File: src/gph_pkg.sv
// Shared types and codes for the ground plane gate with history.
package gph_pkg;

    typedef enum logic [1:0] {
        ST_GIVEN = 2'd0,
        ST_FAIL  = 2'd1,
        ST_RUN   = 2'd2,
        ST_RERUN = 2'd3
    } status_t;

    typedef enum logic [2:0] {
        REG_BLOCK_ENABLE = 3'd0,
        REG_MIN_COUNT    = 3'd1,
        REG_WALL_ENABLE  = 3'd2,
        REG_MAX_RERUNS   = 3'd3,
        REG_WALL_LIMIT   = 3'd4,
        REG_TILT_LIMIT   = 3'd5,
        REG_HEIGHT_LIMIT = 3'd6,
        REG_HEIGHT_OFFS  = 3'd7
    } reg_idx_t;

    typedef enum logic [3:0] {
        S_IDLE,
        S_READ,
        S_DRAIN,
        S_DSTART,
        S_DIV,
        S_CHECK,
        S_MUL,
        S_OFFS,
        S_OUT
    } state_t;

    typedef enum logic {
        ACT_FRAME = 1'b0,
        ACT_PLANE = 1'b1
    } action_t;

    typedef struct packed {
        logic               action;
        logic [15:0]        point_count;
        logic signed [15:0] coef_a;
        logic signed [15:0] coef_b;
        logic signed [15:0] coef_c;
        logic signed [15:0] coef_d;
    } in_t;

    typedef struct packed {
        logic [1:0]         status;
        logic               from_history;
        logic signed [15:0] out_a;
        logic signed [15:0] out_b;
        logic signed [15:0] out_c;
        logic signed [15:0] out_d;
    } out_t;

    typedef struct packed {
        logic signed [15:0] a;
        logic signed [15:0] b;
        logic signed [15:0] c;
        logic signed [15:0] d;
    } plane_t;

    typedef struct packed {
        logic clr;
        logic acc_en;
        logic div_start;
    } lane_ctl_t;

    localparam int RERUN_MAX = 31;

endpackage

File: src/gph_hist.sv
// History ring storage: one write port, one registered read port.
module gph_hist
    import gph_pkg::*;
#(
    parameter int DEPTH = 8,
    parameter int IDX_W = 3
) (
    input  logic             aclk,
    input  logic             wr_en,
    input  logic [IDX_W-1:0] wr_addr,
    input  plane_t           wr_data,
    input  logic [IDX_W-1:0] rd_addr,
    output plane_t           rd_data
);

    plane_t mem [DEPTH];
    plane_t rd_data_reg;

    always_ff @(posedge aclk) begin
        if (wr_en) begin
            mem[wr_addr] <= wr_data;
        end
        rd_data_reg <= mem[rd_addr];
    end

    assign rd_data = rd_data_reg;

endmodule

File: src/gph_lane.sv
// One component lane: sums history words, then divides by the fill count.
module gph_lane
    import gph_pkg::*;
#(
    parameter int FILL_W = 4,
    parameter int SUM_W  = 20
) (
    input  logic               aclk,
    input  logic               aresetn,
    input  lane_ctl_t          ctl,
    input  logic signed [15:0] acc_val,
    input  logic [FILL_W-1:0]  divisor,
    output logic signed [15:0] result,
    output logic               done
);

    localparam int CNT_W = $clog2(SUM_W + 1);

    logic signed [SUM_W-1:0] sum_reg, sum_next;
    logic [SUM_W-1:0]        quo_reg, quo_next;
    logic [FILL_W-1:0]       rem_reg, rem_next;
    logic [CNT_W-1:0]        cnt_reg, cnt_next;
    logic                    busy_reg, busy_next;
    logic                    neg_reg, neg_next;
    logic [FILL_W:0]         rem_sh;
    logic [FILL_W:0]         rem_sub;
    logic                    ge;
    logic [SUM_W-1:0]        signed_quo;

    assign rem_sh  = {rem_reg, quo_reg[SUM_W-1]};
    assign ge      = rem_sh >= {1'b0, divisor};
    assign rem_sub = rem_sh - {1'b0, divisor};
    assign done    = busy_reg && (cnt_reg == '0);
    assign signed_quo = neg_reg ? (~quo_reg + 1'b1) : quo_reg;
    assign result  = signed_quo[15:0];

    always_comb begin
        sum_next  = sum_reg;
        quo_next  = quo_reg;
        rem_next  = rem_reg;
        cnt_next  = cnt_reg;
        busy_next = busy_reg;
        neg_next  = neg_reg;
        if (ctl.clr) begin
            sum_next = '0;
        end else if (ctl.acc_en) begin
            sum_next = sum_reg + SUM_W'(acc_val);
        end
        if (ctl.div_start) begin
            // restoring divide on the magnitude, sign applied at the end
            neg_next  = sum_reg[SUM_W-1];
            quo_next  = sum_reg[SUM_W-1] ? (~sum_reg + 1'b1) : sum_reg;
            rem_next  = '0;
            cnt_next  = CNT_W'(SUM_W);
            busy_next = 1'b1;
        end else if (busy_reg) begin
            if (cnt_reg == '0) begin
                busy_next = 1'b0;
            end else begin
                rem_next = ge ? rem_sub[FILL_W-1:0] : rem_sh[FILL_W-1:0];
                quo_next = {quo_reg[SUM_W-2:0], ge};
                cnt_next = cnt_reg - 1'b1;
            end
        end
    end

    always_ff @(posedge aclk) begin
        if (!aresetn) begin
            busy_reg <= 1'b0;
            cnt_reg  <= '0;
        end else begin
            busy_reg <= busy_next;
            cnt_reg  <= cnt_next;
        end
        sum_reg <= sum_next;
        quo_reg <= quo_next;
        rem_reg <= rem_next;
        neg_reg <= neg_next;
    end

endmodule

File: src/ground_plane_gate_history.sv
// Top level of the ground plane gate: control sequencer, lanes and history.
//
// Usage: frame and plane words arrive on the s_ channel (valid/ready); each
// accepted word yields exactly one result word on the m_ channel. A frame
// word answers fail, run-estimator, or the history average; a plane word
// from the estimator answers filter-and-rerun, fail, a checked plane, or the
// history average. Registers are to be written over the APB port only while
// the block is idle; the block itself does not enforce this.
//
// Answer paths: run, fail and rerun answers go from S_IDLE straight to
// S_OUT; a checked plane first passes S_CHECK, S_MUL and S_OFFS. A short
// frame answered from history walks the filled entries one per memory read,
// then four lanes (one per plane component) divide by the fill count one
// quotient bit a cycle, SUM_W = 16 + clog2(HISTORY_DEPTH+1) bits in all. A
// wall fallback adds S_CHECK, and S_MUL and S_OFFS when the average is
// offset and pushed; a plane that fails its checks passes S_CHECK first.
// One word is in flight at a time; s_ready is high only when idle.
//
// Reset clears the sequencer, the rerun count, the ring head and fill and
// the output valid; stored history entries are not cleared. When the
// receiver stalls, hold the result in the output register; the next word
// may already be accepted and computed, but it waits to load until the
// held word is taken.
module ground_plane_gate_history
    import gph_pkg::*;
#(
    parameter int HISTORY_DEPTH = 8
) (
    input  logic        aclk,
    input  logic        aresetn,
    input  logic        s_valid,
    output logic        s_ready,
    input  in_t         s_data,
    output logic        m_valid,
    input  logic        m_ready,
    output out_t        m_data,
    input  logic        psel,
    input  logic        penable,
    input  logic        pwrite,
    input  logic [4:0]  paddr,
    input  logic [31:0] pwdata,
    output logic [31:0] prdata,
    output logic        pready
);

    localparam int IDX_W  = (HISTORY_DEPTH > 1) ? $clog2(HISTORY_DEPTH) : 1;
    localparam int FILL_W = $clog2(HISTORY_DEPTH + 1);
    localparam int SUM_W  = 16 + FILL_W;

    // configuration registers
    logic               en_reg;
    logic [15:0]        min_pts_reg;
    logic               wall_en_reg;
    logic [3:0]         max_rr_reg;
    logic [12:0]        wall_lim_reg;
    logic [12:0]        tilt_lim_reg;
    logic [14:0]        height_lim_reg;
    logic signed [15:0] offs_reg;
    logic               cfg_wr;
    reg_idx_t           cfg_idx;

    // sequencer state
    state_t             state_reg, state_next;
    plane_t             p_reg, p_next;
    logic               hist_reg, hist_next;
    logic               plain_reg, plain_next;
    logic [4:0]         rerun_reg, rerun_next;
    logic [IDX_W-1:0]   head_reg, head_next;
    logic [FILL_W-1:0]  fill_reg, fill_next;
    logic [IDX_W-1:0]   rd_idx_reg, rd_idx_next;
    logic               rd_vld_reg, rd_vld_next;
    logic signed [31:0] prod_reg, prod_next;
    out_t               res_reg, res_next;
    logic               m_valid_reg, m_valid_next;
    out_t               m_data_reg, m_data_next;

    // datapath helpers
    plane_t             flip;
    logic [16:0]        mag_flip_c;
    logic [16:0]        mag_c;
    logic [16:0]        mag_d;
    logic               ground_ok;
    logic [4:0]         rr_inc;
    logic signed [19:0] quot;
    logic signed [20:0] new_d;
    logic signed [15:0] d_sat;
    logic               mem_wr;
    plane_t             rd_data;
    plane_t             avg;
    lane_ctl_t          lane_ctl;
    logic [3:0]         lane_done;
    logic signed [15:0] lane_in  [4];
    logic signed [15:0] lane_out [4];

    // ---------------- configuration port ----------------
    assign pready  = 1'b1;
    assign cfg_wr  = psel && penable && pwrite;
    assign cfg_idx = reg_idx_t'(paddr[4:2]);

    always_comb begin
        case (cfg_idx)
            REG_BLOCK_ENABLE: prdata = {31'd0, en_reg};
            REG_MIN_COUNT:    prdata = {16'd0, min_pts_reg};
            REG_WALL_ENABLE:  prdata = {31'd0, wall_en_reg};
            REG_MAX_RERUNS:   prdata = {28'd0, max_rr_reg};
            REG_WALL_LIMIT:   prdata = {19'd0, wall_lim_reg};
            REG_TILT_LIMIT:   prdata = {19'd0, tilt_lim_reg};
            REG_HEIGHT_LIMIT: prdata = {17'd0, height_lim_reg};
            REG_HEIGHT_OFFS:  prdata = {{16{offs_reg[15]}}, offs_reg};
            default:          prdata = '0;
        endcase
    end

    always_ff @(posedge aclk) begin
        if (!aresetn) begin
            en_reg         <= 1'b1;
            min_pts_reg    <= 16'd50;
            wall_en_reg    <= 1'b1;
            max_rr_reg     <= 4'd3;
            wall_lim_reg   <= 13'd819;
            tilt_lim_reg   <= 13'd4034;
            height_lim_reg <= 15'd819;
            offs_reg       <= 16'sd410;
        end else if (cfg_wr) begin
            case (cfg_idx)
                REG_BLOCK_ENABLE: en_reg         <= pwdata[0];
                REG_MIN_COUNT:    min_pts_reg    <= pwdata[15:0];
                REG_WALL_ENABLE:  wall_en_reg    <= pwdata[0];
                REG_MAX_RERUNS:   max_rr_reg     <= pwdata[3:0];
                REG_WALL_LIMIT:   wall_lim_reg   <= pwdata[12:0];
                REG_TILT_LIMIT:   tilt_lim_reg   <= pwdata[12:0];
                REG_HEIGHT_LIMIT: height_lim_reg <= pwdata[14:0];
                REG_HEIGHT_OFFS:  offs_reg       <= pwdata[15:0];
                default:          ;
            endcase
        end
    end

    // ---------------- history ring and component lanes ----------------
    gph_hist #(
        .DEPTH (HISTORY_DEPTH),
        .IDX_W (IDX_W)
    ) u_hist (
        .aclk    (aclk),
        .wr_en   (mem_wr),
        .wr_addr (head_reg),
        .wr_data ({p_reg.a, p_reg.b, p_reg.c, d_sat}),
        .rd_addr (rd_idx_reg),
        .rd_data (rd_data)
    );

    assign lane_in[0] = rd_data.a;
    assign lane_in[1] = rd_data.b;
    assign lane_in[2] = rd_data.c;
    assign lane_in[3] = rd_data.d;

    assign lane_ctl.clr       = (state_reg == S_IDLE);
    assign lane_ctl.acc_en    = rd_vld_reg;
    assign lane_ctl.div_start = (state_reg == S_DSTART);

    for (genvar g = 0; g < 4; g++) begin : g_lane
        gph_lane #(
            .FILL_W (FILL_W),
            .SUM_W  (SUM_W)
        ) u_lane (
            .aclk    (aclk),
            .aresetn (aresetn),
            .ctl     (lane_ctl),
            .acc_val (lane_in[g]),
            .divisor (fill_reg),
            .result  (lane_out[g]),
            .done    (lane_done[g])
        );
    end

    // merge the lane quotients back into one plane
    assign avg = {lane_out[0], lane_out[1], lane_out[2], lane_out[3]};

    // ---------------- merge-side datapath ----------------
    function automatic logic signed [15:0] neg_sat(input logic signed [15:0] v);
        neg_sat = (v == -16'sd32768) ? 16'sd32767 : -v;
    endfunction

    function automatic logic [16:0] mag17(input logic signed [15:0] v);
        logic signed [16:0] w;
        w = 17'(v);
        mag17 = v[15] ? 17'(-w) : 17'(w);
    endfunction

    // flip so the normal points up
    always_comb begin
        if (s_data.coef_c[15]) begin
            flip = {neg_sat(s_data.coef_a), neg_sat(s_data.coef_b),
                    neg_sat(s_data.coef_c), neg_sat(s_data.coef_d)};
        end else begin
            flip = {s_data.coef_a, s_data.coef_b, s_data.coef_c, s_data.coef_d};
        end
    end

    assign mag_flip_c = mag17(flip.c);
    assign mag_c      = mag17(p_reg.c);
    assign mag_d      = mag17(p_reg.d);
    assign ground_ok  = (mag_c >= {4'd0, tilt_lim_reg}) && (mag_d <= {2'd0, height_lim_reg});
    assign rr_inc     = (rerun_reg < 5'(RERUN_MAX)) ? rerun_reg + 5'd1 : rerun_reg;

    // c*offset over 4096, truncated toward zero, then taken from d
    assign quot  = 20'((prod_reg + (prod_reg[31] ? 32'sd4095 : 32'sd0)) >>> 12);
    assign new_d = 21'(p_reg.d) - 21'(quot);
    assign d_sat = (new_d > 21'sd32767)  ? 16'sd32767 :
                   (new_d < -21'sd32768) ? -16'sd32768 : new_d[15:0];

    // ---------------- sequencer ----------------
    assign s_ready = (state_reg == S_IDLE);
    assign m_valid = m_valid_reg;
    assign m_data  = m_data_reg;

    always_comb begin
        state_next   = state_reg;
        p_next       = p_reg;
        hist_next    = hist_reg;
        plain_next   = plain_reg;
        rerun_next   = rerun_reg;
        head_next    = head_reg;
        fill_next    = fill_reg;
        rd_idx_next  = rd_idx_reg;
        rd_vld_next  = 1'b0;
        prod_next    = prod_reg;
        res_next     = res_reg;
        m_valid_next = m_valid_reg && !m_ready;
        m_data_next  = m_data_reg;
        mem_wr       = 1'b0;

        case (state_reg)
            S_IDLE: begin
                if (s_valid) begin
                    res_next   = '0;
                    hist_next  = 1'b0;
                    rd_idx_next = '0;
                    state_next = S_OUT;
                    if (s_data.action == ACT_FRAME) begin
                        rerun_next = '0;
                        if (!en_reg) begin
                            res_next.status = ST_FAIL;
                        end else if (s_data.point_count < min_pts_reg) begin
                            if (fill_reg == '0) begin
                                res_next.status = ST_FAIL;
                            end else begin
                                plain_next = 1'b1;
                                state_next = S_READ;
                            end
                        end else begin
                            res_next.status = ST_RUN;
                        end
                    end else begin
                        p_next = flip;
                        if (wall_en_reg && (mag_flip_c < {4'd0, wall_lim_reg})) begin
                            if (rr_inc <= {1'b0, max_rr_reg}) begin
                                rerun_next      = rr_inc;
                                res_next.status = ST_RERUN;
                            end else begin
                                rerun_next = '0;
                                if (fill_reg == '0) begin
                                    res_next.status = ST_FAIL;
                                end else begin
                                    plain_next = 1'b0;
                                    state_next = S_READ;
                                end
                            end
                        end else begin
                            rerun_next = '0;
                            state_next = S_CHECK;
                        end
                    end
                end
            end
            S_READ: begin
                // stream filled entries into the lanes, one per cycle
                rd_vld_next = 1'b1;
                if (FILL_W'(rd_idx_reg) == fill_reg - 1'b1) begin
                    state_next = S_DRAIN;
                end else begin
                    rd_idx_next = rd_idx_reg + 1'b1;
                end
            end
            S_DRAIN: begin
                state_next = S_DSTART;
            end
            S_DSTART: begin
                state_next = S_DIV;
            end
            S_DIV: begin
                if (lane_done[0]) begin
                    if (plain_reg) begin
                        res_next = {ST_GIVEN, 1'b1, avg.a, avg.b, avg.c, avg.d};
                        state_next = S_OUT;
                    end else begin
                        p_next     = avg;
                        hist_next  = 1'b1;
                        state_next = S_CHECK;
                    end
                end
            end
            S_CHECK: begin
                if (ground_ok) begin
                    state_next = S_MUL;
                end else if (hist_reg) begin
                    // p already holds the unchanged average
                    res_next = {ST_GIVEN, 1'b1, p_reg.a, p_reg.b, p_reg.c, p_reg.d};
                    state_next = S_OUT;
                end else if (fill_reg == '0) begin
                    res_next        = '0;
                    res_next.status = ST_FAIL;
                    state_next      = S_OUT;
                end else begin
                    plain_next  = 1'b1;
                    rd_idx_next = '0;
                    state_next  = S_READ;
                end
            end
            S_MUL: begin
                prod_next  = 32'(p_reg.c) * 32'(offs_reg);
                state_next = S_OFFS;
            end
            S_OFFS: begin
                // push the offset plane and advance the ring
                mem_wr    = 1'b1;
                head_next = (head_reg == IDX_W'(HISTORY_DEPTH - 1)) ? '0 : head_reg + 1'b1;
                if (fill_reg != FILL_W'(HISTORY_DEPTH)) begin
                    fill_next = fill_reg + 1'b1;
                end
                res_next = {ST_GIVEN, hist_reg, p_reg.a, p_reg.b, p_reg.c, d_sat};
                state_next = S_OUT;
            end
            S_OUT: begin
                if (!m_valid_reg || m_ready) begin
                    m_valid_next = 1'b1;
                    m_data_next  = res_reg;
                    state_next   = S_IDLE;
                end
            end
            default: begin
                state_next = S_IDLE;
            end
        endcase
    end

    always_ff @(posedge aclk) begin
        if (!aresetn) begin
            state_reg   <= S_IDLE;
            rerun_reg   <= '0;
            head_reg    <= '0;
            fill_reg    <= '0;
            rd_vld_reg  <= 1'b0;
            m_valid_reg <= 1'b0;
        end else begin
            state_reg   <= state_next;
            rerun_reg   <= rerun_next;
            head_reg    <= head_next;
            fill_reg    <= fill_next;
            rd_vld_reg  <= rd_vld_next;
            m_valid_reg <= m_valid_next;
        end
        p_reg      <= p_next;
        hist_reg   <= hist_next;
        plain_reg  <= plain_next;
        rd_idx_reg <= rd_idx_next;
        prod_reg   <= prod_next;
        res_reg    <= res_next;
        m_data_reg <= m_data_next;
    end

endmodule

File: config.mk
export PLATFORM = sky130hd
export DESIGN_NAME = ground_plane_gate_history
export DESIGN_NICKNAME = d
export VERILOG_FILES = /design/src/gph_pkg.sv /design/src/gph_hist.sv /design/src/gph_lane.sv /design/src/ground_plane_gate_history.sv
export SDC_FILE = /design/constraint.sdc
export NUM_CORES = 2
export LEC_CHECK = 0
export ABC_AREA = 1
export BUFFER_PORTS_ARGS = -buffer_cell sky130_fd_sc_hd__buf_4
export CORE_AREA = 2 2 405 407
export CTS_BUF_LIST = sky130_fd_sc_hd__clkbuf_8 sky130_fd_sc_hd__clkbuf_16
export CTS_CLUSTER_DIAMETER = 200
export DETAILED_ROUTE_END_ITERATION = 8
export DIE_AREA = 0 0 407 409
export GPL_TIMING_DRIVEN = 1
export PLACE_DENSITY = 0.57
export SLEW_MARGIN = 30
export SYNTH_ARGS = -nofsm -noshare
export SYNTH_HDL_FRONTEND = slang
export SYNTH_SLANG_ARGS = --single-unit
File: constraint.sdc
create_clock -name aclk -period 7.8 [get_ports aclk]
set_input_delay 1.17 -clock aclk [delete_from_list [all_inputs] [get_ports aclk]]
set_output_delay 1.17 -clock aclk [all_outputs]
set_load 0.005 [all_outputs]
==> PnR_summary.wiki <==
{| class="wikitable"
! Metric !! Value
|-
| Per-cell via count in the routed design || 5.19
|-
| Congestion Overflow GR || 0
|-
| Residual antenna-violating net count after detailed routing || 0
|-
| Kind of end point of the critical path || flop
|-
| Share of the cycle needed by the critical path after routing || between 80% and 90%
|-
| Root Buffer Master || sky130_fd_sc_hd__clkbuf_16
|-
| Count of warnings emitted by yosys || 0
|-
| Worst-case clock buffer depth || 3
|-
| Effective utilization at floorplan || 39.8%
|-
| Vias in the first global route || ~47000
|-
| CTS tree || built
|-
| Cells after Synth || 7008
|-
| Post-route core utilization || 44.7%
|-
| Number of buffers inserted to repair setup after CTS || 0
|-
| Share of flip-flops with an asynchronous set or reset || 0%
|-
| Type of the setup path with the least slack || reg -> reg
|-
| Flip-flop count of the largest register after layout || 512
|-
| Setup repair after global routing missed its margin || no
|-
| Critical-path cell with the highest stage delay || sky130_fd_sc_hd__edfxtp_1
|-
| Critical path required time || 8.38 ns
|-
| Die Area || 166000 um^2
|-
| Status || finished, final reports clean
|-
| Static leakage || 30.8 nW
|-
| Avg WL per Cell || 19.6 um
|-
| Number of design rule violations left after detail routing || 0
|-
| HP Class || reg -> reg
|-
| Setup TNS || 0 ns
|-
| Final instance count without filler cells || 9391
|-
| Top fanout value on the critical path || 21
|-
| Number of H-tree branching levels || 3
|-
| Pin count of the biggest net entering global routing || between 150 and 200
|-
| Worst Hold Depth || 0
|-
| Layout fillers || 15400
|-
| Dpl cells || 9164
|-
| Routed wire length || approximately 180 mm
|-
| Yosys cell types || 65
|-
| Sum of net half-perimeters after detailed placement || 129 mm
|-
| Number of core rows || 148
|-
| Width of the die || 407 um
|-
| Worst path cell trace || buf_4 > nand2_1 > inv_1 > fa_1 > fa_1 > buf_4 > inv_1 > fa_1 > inv_1 > fa_1 > fa_1 > fa_1 > ha_1 > nand2_1 > nor3_1 > nand3_1 > nand3_1 > nand3_1 > nand2_1 > nand2_1 > nand2_1 > xor2_1
|-
| Flip-flop and latch area || 30600 um^2
|-
| Timing-limited maximum frequency || around 150 MHz
|-
| Worst Hold End || m_data[6]
|-
| Proportion of layout cells with a drive suffix above 1 || 8.26%
|-
| Synthesized Nets || 7698
|-
| Met1 demand-to-capacity share in global routing || 31.1%
|-
| Count of TritonRoute iterations in the first routing pass || 6
|-
| Number of violations reported at the end of detailed-routing iteration 0 || 4016
|-
| Clock latency on the worst-skew pair || 0.76 ns
|-
| Global routing met3 resource utilization || 2.50%
|-
| Hold path start || res_reg[6]
|-
| Sort of element at the start of the critical path || flop
|-
| CTS resizes || 0
|-
| Relative slew slack || 32.0%
|-
| Min Hold Slack || 0.420 ns
|-
| Number of failing setup endpoints in the final timing report || 0
|-
| VDD IR max || between 800 and 900 uV
|-
| Register-to-register setup slack || between 0.9 and 1 ns
|-
| Routing usage on met2 || 35.4%
|-
| Most utilized layer in the global route result || met2
|-
| Global router's overall resource usage || approximately 22%
|-
| Synthesized area per cell || approximately 9 um^2
|-
| Data arrival, critical path || 7.39 ns
|-
| Total of buffers placed on input and output ports || 207
|-
| Part of the Yosys area used for sequential elements || 47.4%
|-
| Area used by multi-input combinational logic || 29200 um^2
|-
| Routability Congestion || 0.888
|-
| Power Density || 457 nW/um^2
|-
| Synthesized area || 64500 um^2
|-
| CP most frequent cell || sky130_fd_sc_hd__fa_1
|-
| Number of pins with negative max-slew slack in the final report || 0
|-
| Depth of the worst register-to-register path || 22
|-
| Ys flop type || sky130_fd_sc_hd__edfxtp_1
|-
| Final-stage net count || 7801
|-
| Worst Skew || 0.0436 ns
|-
| Reg2reg start || p_reg[31]
|-
| Clk sinks || around 1100
|-
| Worst Max-Slew Pin Slew || 1.02 ns
|-
| Number of max-cap violations || 0
|-
| Final Hold Viols || 0
|-
| Post-CTS Hold Buffers || 0
|-
| Flops & latches, synth || about 1100
|-
| Wire length of the first global-routing pass || 282 mm
|-
| Floorplan core area || around 160000 um^2
|-
| Minimum clock period || 6.81 ns
|-
| Worst r2r dst || prod_reg[31]
|-
| Count of flip-flops with a built-in enable after synthesis || 831
|-
| Total CTS buffers || 118
|-
| Slowest Stage Delay on Critical Path || 0.92 ns
|-
| Number of antenna violations at the first check in global routing || 2
|-
| Area growth from synthesis to final layout || 12.3%
|-
| Height of the die || around 400 um
|-
| I/O pins || 227
|-
| Total via count after detailed routing || 48800
|-
| Clock-pin slew reported for the worst setup and hold paths after clock tree synthesis || 0.06 ns
|}
metrics by stage:
stage	area [um^2]	setup slack [ns]	power [mW]
2_1_floorplan	64500	1.47	21.9
3_3_place_gp	68300	1.06	27.2
3_5_place_dp	68300	1.01	27.2
4_1_cts	72400	0.995	33.3
5_1_grt	72500	0.669	35.9
6_report	72500	0.989	33.1
area by class of cell:
type	instances	area share, %
antenna	1	0.00345
clock buffer	137	4.50
clock inverter	87	1.19
inverter	965	5.03
multi-input combinational	4633	40.3
sequential	1112	42.2
tap	2175	3.76
timing repair buffer	281	3.00
cells in the final DEF, fill, tap and decap left out, types with 9 or more instances in the layout:
cell type / instances
sky130_fd_sc_hd__nand2_1: 1006
sky130_fd_sc_hd__inv_1: 960
sky130_fd_sc_hd__nor2_1: 869
sky130_fd_sc_hd__edfxtp_1: 831
sky130_fd_sc_hd__o21ai_0: 784
sky130_fd_sc_hd__a21oi_1: 393
sky130_fd_sc_hd__ha_1: 294
sky130_fd_sc_hd__dfxtp_1: 278
sky130_fd_sc_hd__buf_4: 274
sky130_fd_sc_hd__fa_1: 271
sky130_fd_sc_hd__xor2_1: 175
sky130_fd_sc_hd__nand3_1: 166
sky130_fd_sc_hd__clkbuf_16: 122
sky130_fd_sc_hd__o22ai_1: 85
sky130_fd_sc_hd__a31oi_1: 84
sky130_fd_sc_hd__nor3_1: 74
sky130_fd_sc_hd__xnor2_1: 69
sky130_fd_sc_hd__nand4_1: 57
sky130_fd_sc_hd__o211ai_1: 38
sky130_fd_sc_hd__o31ai_1: 29
sky130_fd_sc_hd__clkinv_2: 27
sky130_fd_sc_hd__a21o_1: 22
sky130_fd_sc_hd__nor4_1: 19
sky130_fd_sc_hd__or2_2: 17
sky130_fd_sc_hd__clkbuf_8: 15
sky130_fd_sc_hd__a22oi_1: 13
sky130_fd_sc_hd__nor2_4: 12
sky130_fd_sc_hd__inv_2: 12
sky130_fd_sc_hd__nand2_4: 12
sky130_fd_sc_hd__bufinv_16: 12
sky130_fd_sc_hd__nor2_2: 11
sky130_fd_sc_hd__nand2_2: 11
sky130_fd_sc_hd__clkinvlp_4: 11
sky130_fd_sc_hd__o21bai_1: 10
sky130_fd_sc_hd__nor3_2: 9
sky130_fd_sc_hd__o21a_1: 9
sky130_fd_sc_hd__o2111ai_1: 9
sky130_fd_sc_hd__nand3b_1: 9
power by group:
| part | total, mW | internal [mW] | switching (mW) | leakage, nW |
|---|---|---|---|---|
| Combinational | 18.2 | 6.54 | 11.6 | 18.9 |
| Sequential | 9.04 | 8.24 | 0.806 | 9.85 |
| Clock | 5.89 | 3.40 | 2.49 | 2.07 |
cell families (layout without fill, tap and decap cells):
kind of cell	after synthesis	in the layout	synth area share, %
buffers and inverters	1263	1470	7.54
other	1	2	0.00581
and+or+nand+nor	2302	2302	14.8
xor gates and xnor gates	244	244	3.31
AOI/OAI and AO/OA	1521	1521	12.9
DFF	1112	1112	47.4
adders and majority gates	565	565	14.1
worst max path at each step:
stage	slack, ns	to	cells past startpoint	from
after detailed placement	1.01	prod_reg[31]	22	p_reg[31]
after global placement	1.06	prod_reg[31]	22	p_reg[31]
after global routing	0.67	prod_reg[31]	22	p_reg[31]
final	0.99	prod_reg[31]	22	p_reg[31]
after CTS	0.99	prod_reg[31]	22	p_reg[31]
after floorplan	1.47	prod_reg[29]	21	p_reg[31]
cell usage after synthesis, types with 11 or more instances:
| cell | n | area (um^2) |
|---|---|---|
| sky130_fd_sc_hd__a22oi_1 | 13 | 97.6 |
| sky130_fd_sc_hd__o21ai_0 | 784 | 3920 |
| sky130_fd_sc_hd__nand2_2 | 11 | 68.8 |
| sky130_fd_sc_hd__xnor2_1 | 69 | 604 |
| sky130_fd_sc_hd__dfxtp_1 | 281 | 5630 |
| sky130_fd_sc_hd__buf_1 | 27 | 101 |
| sky130_fd_sc_hd__nor2_1 | 882 | 3310 |
| sky130_fd_sc_hd__o211ai_1 | 38 | 285 |
| sky130_fd_sc_hd__ha_1 | 294 | 3680 |
| sky130_fd_sc_hd__o31ai_1 | 29 | 218 |
| sky130_fd_sc_hd__buf_4 | 16 | 120 |
| sky130_fd_sc_hd__nor4_1 | 20 | 125 |
| sky130_fd_sc_hd__a21oi_1 | 394 | 1970 |
| sky130_fd_sc_hd__a31oi_1 | 84 | 526 |
| sky130_fd_sc_hd__edfxtp_1 | 831 | 25000 |
| sky130_fd_sc_hd__fa_1 | 271 | 5430 |
| sky130_fd_sc_hd__nand2_4 | 12 | 135 |
| sky130_fd_sc_hd__xor2_1 | 175 | 1530 |
| sky130_fd_sc_hd__or2_2 | 17 | 106 |
| sky130_fd_sc_hd__nand3_1 | 166 | 831 |
| sky130_fd_sc_hd__inv_2 | 11 | 41.3 |
| sky130_fd_sc_hd__nand2_1 | 1006 | 3780 |
| sky130_fd_sc_hd__a21o_1 | 22 | 165 |
| sky130_fd_sc_hd__inv_1 | 952 | 3570 |
| sky130_fd_sc_hd__nor3_1 | 77 | 385 |
| sky130_fd_sc_hd__buf_2 | 13 | 65.1 |
| sky130_fd_sc_hd__clkbuf_1 | 238 | 893 |
| sky130_fd_sc_hd__nand4_1 | 57 | 357 |
| sky130_fd_sc_hd__o22ai_1 | 85 | 532 |
worst max-delay path: cells and delay by family (launching register included):
kind          cells  cell delay (ns)
simple gates      9             1.14
buf+inv           5             0.90
flops             1             0.92
xor+xnor          1             0.23
fa+ha+maj         7             3.44
metal layers:
layer,wire [um],part of all wire [%],vias up
li1,-,-,23600
met1,84200,46,23500
met2,84300,46,1408
met3,10600,5.8,230
met4,5390,2.9,0
met5,0,0,-
Power figures use the tool's default switching activity.
